[config.mk]
export PLATFORM = sky130hd
export DESIGN_NAME = q4_block_dequantizer
export DESIGN_NICKNAME = d
export VERILOG_FILES = /design/src/design/q4bd_pkg.sv /design/src/design/q4_block_dequantizer.sv
export SDC_FILE = /design/constraint.sdc
export NUM_CORES = 1
export LEC_CHECK = 0
export ABC_AREA = 1
export BUFFER_PORTS_ARGS = -buffer_cell sky130_fd_sc_hd__buf_4
export CAP_MARGIN = 20
export CORE_UTILIZATION = 50
export CTS_BUF_LIST = sky130_fd_sc_hd__clkbuf_4 sky130_fd_sc_hd__clkbuf_8
export DETAILED_ROUTE_END_ITERATION = 7
export PLACE_DENSITY = 0.78
export SLEW_MARGIN = 40
export SYNTH_ARGS = -nofsm -noshare
export SYNTH_HDL_FRONTEND = slang
export SYNTH_SLANG_ARGS = --single-unit
[constraint.sdc]
create_clock -name clk -period 10.7 [get_ports clk]
set_input_delay 0.535 -clock clk [delete_from_list [all_inputs] [get_ports clk]]
set_output_delay 0.535 -clock clk [all_outputs]
set_load 0.005 [all_outputs]
[src/design/q4bd_pkg.sv]
package q4bd_pkg;
	localparam int COUNT_BITS = 24;
	localparam int BLOCK_BYTES = 18;
	localparam logic [31:0] CANON_NAN = 32'h7FC0_0000;

	typedef logic [4:0] pos_t;

	// exact fp16 -> fp32 widening, subnormals normalized
	function automatic logic [31:0] half_to_single(input logic [15:0] h);
		logic [4:0] ex;
		logic [9:0] man;
		logic [3:0] p;
		logic [31:0] r;
		ex = h[14:10];
		man = h[9:0];
		p = 4'd0;
		r = {h[15], 31'd0};
		for (int i = 0; i < 10; i++) begin
			if (man[i]) p = 4'(i);
		end
		if (ex == 5'd0) begin
			if (man != 10'd0) begin
				r = {h[15], 8'(p + 8'd103), 23'((32'(man) << (5'd23 - 5'(p))) & 32'h7F_FFFF)};
			end
		end else if (ex == 5'h1F) begin
			r = {h[15], 8'hFF, man, 13'd0};
		end else begin
			r = {h[15], 8'(ex + 8'd112), man, 13'd0};
		end
		return r;
	endfunction

	// exact (q-8)*scale; magnitude |q-8| <= 8 so at most 4 significant bits
	function automatic logic [31:0] scaled_weight(input logic [3:0] q, input logic [31:0] s);
		logic sgn, sq;
		logic [3:0] m;
		logic [7:0] se;
		logic [22:0] sm;
		logic [27:0] prod;
		logic [1:0] sh;
		logic [9:0] e;
		logic [23:0] sig;
		logic [31:0] r;
		sq = (q < 4'd8);
		m = sq ? 4'(4'd8 - q) : 4'(q - 4'd8);
		sgn = sq ^ s[31];
		se = s[30:23];
		sm = s[22:0];
		r = {sgn, 31'd0};
		if (se == 8'hFF) begin
			if (sm != 23'd0 || m == 4'd0) r = CANON_NAN;
			else r = {sgn, 8'hFF, 23'd0};
		end else if (se != 8'd0 && m != 4'd0) begin
			// leading one of the product sits at bit 23..26
			prod = 28'({1'b1, sm}) * 28'(m);
			if (prod[26]) sh = 2'd3;
			else if (prod[25]) sh = 2'd2;
			else if (prod[24]) sh = 2'd1;
			else sh = 2'd0;
			sig = 24'(prod >> sh);
			e = 10'(se) + 10'(sh);
			if (e >= 10'd255) r = {sgn, 8'hFF, 23'd0};
			else r = {sgn, e[7:0], sig[22:0]};
		end
		return r;
	endfunction
endpackage

[src/design/q4_block_dequantizer.sv]
// q4_block_dequantizer: Q4_0 block decoder, one byte per unstalled cycle.
// Input channel in_valid/in_ready/in_byte carries 18-byte blocks: two bytes
// of little-endian fp16 scale, then 16 packed weight bytes.
// Output channel out_valid/out_ready carries one item per weight byte:
// weight_even (low nibble) and weight_odd (high nibble) as fp32 bits,
// block_last on the 16th pair, tensor_last when the block ends the tensor.
// Config channel cfg_valid/cfg_ready/cfg_data sets block_count (reset 1);
// write only when idle.
// out_valid rises in the cycle after an input accept. Throughput: one
// byte per cycle unless stalled; the only register between in and out is
// the output register, so a stalled receiver holds its item and in_ready
// drops only while it is full and not taken. Scale bytes give no item.
// Reset clears position, scale, block counter and the output valid;
// block_count returns to 1.
module q4_block_dequantizer (
	input  logic        clk,
	input  logic        arst_n,
	input  logic        in_valid,
	output logic        in_ready,
	input  logic [7:0]  in_byte,
	output logic        out_valid,
	input  logic        out_ready,
	output logic [31:0] weight_even,
	output logic [31:0] weight_odd,
	output logic        block_last,
	output logic        tensor_last,
	input  logic        cfg_valid,
	output logic        cfg_ready,
	input  logic [23:0] cfg_data
);
	localparam int CB = q4bd_pkg::COUNT_BITS;

	logic [CB-1:0] block_count_q, blocks_done_q;
	q4bd_pkg::pos_t pos_q;
	logic [7:0] scale_lo_q;
	logic [31:0] scale_q;
	logic acc, is_w, blast, tlast;
	logic [CB:0] done_inc;

	assign cfg_ready = 1'b1;
	assign in_ready = !out_valid || out_ready;
	assign acc = in_valid && in_ready;
	assign is_w = pos_q >= 5'd2;
	assign blast = pos_q == 5'(q4bd_pkg::BLOCK_BYTES - 1);
	assign done_inc = {1'b0, blocks_done_q} + 1'b1;
	assign tlast = blast && (done_inc >= {1'b0, block_count_q});

	always_ff @(posedge clk or negedge arst_n) begin
		if (!arst_n) begin
			block_count_q <= CB'(1);
			blocks_done_q <= '0;
			pos_q <= '0;
			scale_lo_q <= '0;
			scale_q <= '0;
			out_valid <= 1'b0;
		end else begin
			if (cfg_valid) block_count_q <= CB'(cfg_data);
			if (acc && is_w) out_valid <= 1'b1;
			else if (out_ready) out_valid <= 1'b0;
			if (acc) begin
				if (pos_q == 5'd0) begin
					scale_lo_q <= in_byte;
					pos_q <= 5'd1;
				end else if (pos_q == 5'd1) begin
					scale_q <= q4bd_pkg::half_to_single({in_byte, scale_lo_q});
					pos_q <= 5'd2;
				end else begin
					if (blast) blocks_done_q <= tlast ? '0 : done_inc[CB-1:0];
					pos_q <= (blast || pos_q >= 5'(q4bd_pkg::BLOCK_BYTES)) ? 5'd0 : pos_q + 5'd1;
				end
			end
		end
	end

	// output payload, no reset
	always_ff @(posedge clk) begin
		if (acc && is_w) begin
			weight_even <= q4bd_pkg::scaled_weight(in_byte[3:0], scale_q);
			weight_odd <= q4bd_pkg::scaled_weight(in_byte[7:4], scale_q);
			block_last <= blast;
			tensor_last <= tlast;
		end
	end

	a_hold: assert property (@(posedge clk) disable iff (!arst_n)
		out_valid && !out_ready |=> out_valid && $stable(weight_even))
		else $error("stalled item changed");
	a_tl: assert property (@(posedge clk) disable iff (!arst_n)
		out_valid && tensor_last |-> block_last)
		else $error("tensor_last without block_last");
	a_cnt: assert property (@(posedge clk) disable iff (!arst_n)
		pos_q <= 5'(q4bd_pkg::BLOCK_BYTES - 1))
		else $error("byte position out of range");
endmodule
==> summary.md <==
| Metric | Value |
|---|---|
| Filler cells | `3210` |
| Post-route worst setup slack | `3250 ps` |
| Design internal power | `2570 µW` |
| Req. time, crit path | `11060 ps` |
| Crit path time final | `7450 ps` |
| Instance area after placement | `0.0176 mm²` |
| Clk sink count | `159` |
| Number of enable flip-flop cells after synthesis | `66` |
| # H-tree levels | `4` |
| Worst r2r path cells | `30` |
| Maximum fanout encountered on the critical timing path | `29` |
| Count of mapped cells out of synthesis | `2374` |
| Switching component of the power | `3010 µW` |
| TritonCTS clock tree | `yes` |
| Endpoint of the worst-slack reg-to-reg timing path | `weight_odd[22]` |
| Launch point of the worst path | `in_byte[0]` |
| Net switching fraction of the power | `0.539` |
| Max-slew headroom at the worst pin | `0.493` |
| Post-placement worst setup slack | `2850 ps` |
| Number of buffers created by CTS | `17` |
| Clock root cell | `sky130_fd_sc_hd__clkbuf_8` |
| Clk slew on worst S/H paths | `100 ps` |
| Number of rows created at floorplan | `66` |
| Buffer depth of the longest clock path | `2` |
| Area of combinational cells with multiple inputs | `0.0102 mm²` |
| Delay of the slowest cell on the worst path | `550 ps` |
| Relative area change from synthesis to final layout | `8.76%` |
| Share of post-route cells with drive strength above 1 | `0.0932` |
| Most frequent cells in the layout | `600 x sky130_fd_sc_hd__nand2_1, 429 x sky130_fd_sc_hd__inv_1, 310 x sky130_fd_sc_hd__nor2_1` |
| Post-route fraction of the period consumed by the critical path | `0.697` |
| Result of the run | `finished, final reports clean` |
| Unique masters post-synth | `55` |
| # DRC | `0` |
| Post-CTS setup buffer count | `0` |
| Maximum operating frequency | `134 MHz` |
| Count of endpoints failing setup in the final report | `0` |
| Overall overflow remaining after global route | `0` |
| Endpoints failing hold | `0` |
| Die span in y | `184 µm` |
| I/O pin count | `106` |
| Average detailed-routed wire length per instance | `15.6 µm` |
| Hold Path Origin | `cfg_data[19]` |
| HPWL Detailed | `36.1 mm` |
| Power per cell area | `310 mW/mm²` |
| Worst vdd ir | `0.000186 V` |
| Number of cells on the worst hold path | `3` |
| Area taken by flip-flops and latches | `0.00431 mm²` |
| Horizontal die dimension | `184 µm` |
| CP most frequent cell | `sky130_fd_sc_hd__inv_1` |
| Hold/Removal Path Class | `in2reg` |
| Number of antenna-violating nets in the routed design | `0` |
| Final RePlAce weighted congestion | `0.961` |
| Clock Power Share | `0.089` |
| Leakage component of the power | `0.00958 µW` |
| Via count of the first global-routing pass | `14830` |
| Antenna violations before repair | `0` |
| Max-cap viol count | `0` |
| Non-Filler Cell Area, Final | `0.0180 mm²` |
| Iter 0 DRT Violations | `1328` |
| Summed negative setup slack over all endpoints | `0 ps` |
| Number of standard cells in the layout, taps in and fillers out | `2898` |
| Syn avg cell area | `6.97 µm²` |
| Post-Syn Nets | `2599` |
| Insertion delay to the later sink of the worst-skew pair | `510 ps` |
| Final Skew | `17.5 ps` |
| Number of diodes added for antenna fixing | `0` |
| Final Routed Wirelength | `45.1 mm` |
| Vias after detailed routing | `15593` |
| Number of instances in the placed design | `2865` |
| Fraction of synthesis flops using an asynchronous set or reset pin | `0.585` |
| Setup Crit Path Kind | `in2reg` |
| Number of warning messages in the yosys log | `0` |
| Starting density of the core | `0.509` |
| Final max-slew violation count | `0` |
| Total die area | `0.0338 mm²` |
| Port Buffer Count | `104` |
| Critical-path cell with the highest stage delay | `sky130_fd_sc_hd__inv_1` |
| Sort of element at the start of the critical path | `primary input` |
| Most common flop cell mapped by yosys | `sky130_fd_sc_hd__dfrtp_1` |
| Share of the yosys chip area belonging to registers | `0.260` |
| Slew @ Worst Pin | `759 ps` |
| Cell area after synthesis | `0.0166 mm²` |
| Total number of nets in the final design | `2668` |
| Post-DR vias/cell | `5.38` |
| Tightest hold margin | `229 ps` |
| Register-to-register path setup slack | `4330 ps` |
| Kind of capture point of the worst setup path | `flop` |
| Area inside the core boundary | `0.0325 mm²` |
| RSZ-0062 raised after global routing | `false` |
| Maximum number of pins on one net before global-route repair | `73` |
| Wire length of the first global-routing pass | `73.8 mm` |
| Register share of total power | `0.210` |
| Share of total power in combinational logic | `0.701` |
| Total routing resource utilization after global routing | `0.276` |
| Count of state elements after synthesis | `159` |
| Worst Path Arrival | `7820 ps` |
| Worst r2r src | `scale_q[1]` |
| Detailed Routing Iterations Pass 1 | `6` |
| Commonest non-fill, non-tap cell in the layout | `sky130_fd_sc_hd__nand2_1` |
| Worst Hold Path EP | `block_count_q[19]` |
## final cells by class
cell class	instances	share of cell area
tap	442	0.0307
inverter	440	0.0920
timing repair buffer	109	0.0460
multi-input combinational	1716	0.568
clock buffer	18	0.0134
clock inverter	14	0.0101
sequential	159	0.239
## synth_stat cells, drive strengths merged (44+ instances only)
library cell    n  area [µm²]
a21oi         104         536
dfrtp          92        2300
edfxtp         66        1980
fa             90        1800
ha             98        1230
inv           439        1650
nand2         628        2480
nand3         161         821
nand4          54         353
nor2          330        1310
o21ai          97         523
xor2           44         385
## stage by stage
stage,util,power [µW]
floorplan,-,4040
global placement,0.539,4990
detailed placement,0.540,5050
CTS,0.553,5550
global route,0.553,6150
finish,0.553,5580
## registers in the layout (all words and copies together) (netlist names), 5 cells and up
name	cells
blocks_done_q	24
pos_q	5
scale_lo_q	8
weight_even	32
block_count_q	24
weight_odd	32
scale_q	31
## worst max path at each step
stage	cells after the start	slack [ps]	to
2_1_floorplan	34	4530	weight_even[6]
3_3_place_gp	34	2780	weight_odd[22]
3_5_place_dp	34	2850	weight_even[6]
4_1_cts	34	3360	weight_even[6]
5_1_grt	34	2480	weight_odd[22]
6_report	34	3250	weight_even[6]
## cells by family (layout without fill, tap and decap cells)
group / after synthesis / after routing / share of synthesized area
other cells: 1 / 1 / 0.000226
flops: 159 / 159 / 0.260
buf+inv: 499 / 581 / 0.122
mux: 1 / 1 / 0.000680
compound gates: 240 / 240 / 0.0821
xor+xnor: 65 / 65 / 0.0344
fa+ha+maj: 188 / 188 / 0.183
simple gates: 1221 / 1221 / 0.317
## metal layers
| metal | share of wire | track usage | vias to the layer above |
|---|---|---|---|
| li1 | - | - | 7570 |
| met4 | 0.028 | 0.102 | 0 |
| met5 | 0 | 0 | - |
| met3 | 0.071 | 0.0452 | 98 |
| met2 | 0.47 | 0.455 | 601 |
| met1 | 0.43 | 0.365 | 7324 |
## power groups by stage
stage / Sequential (µW) / Combinational, µW / Clock, µW
after floorplan: 1140 / 2900 / 0
after global placement: 1180 / 3810 / 0
after detailed placement: 1180 / 3860 / 0
after CTS: 1170 / 3880 / 500
after global routing: 1200 / 4430 / 525
final: 1170 / 3920 / 496
## critical path: cells and delay by family
kind	cells	cell delay (ps)
AO/OA/AOI/OAI	2	790
buffers and inverters	9	1610
AND/OR/NAND/NOR	17	2760
adder cells (fa/ha/maj)	6	2050
## what timing repair did
item / 4_1_cts / 5_1_grt
hold buffers: 1 / 0
resized for setup: 0 / 0
endpoints found under the hold margin: 21 / 0
Note: power is estimated with default switching activity, not from simulation.
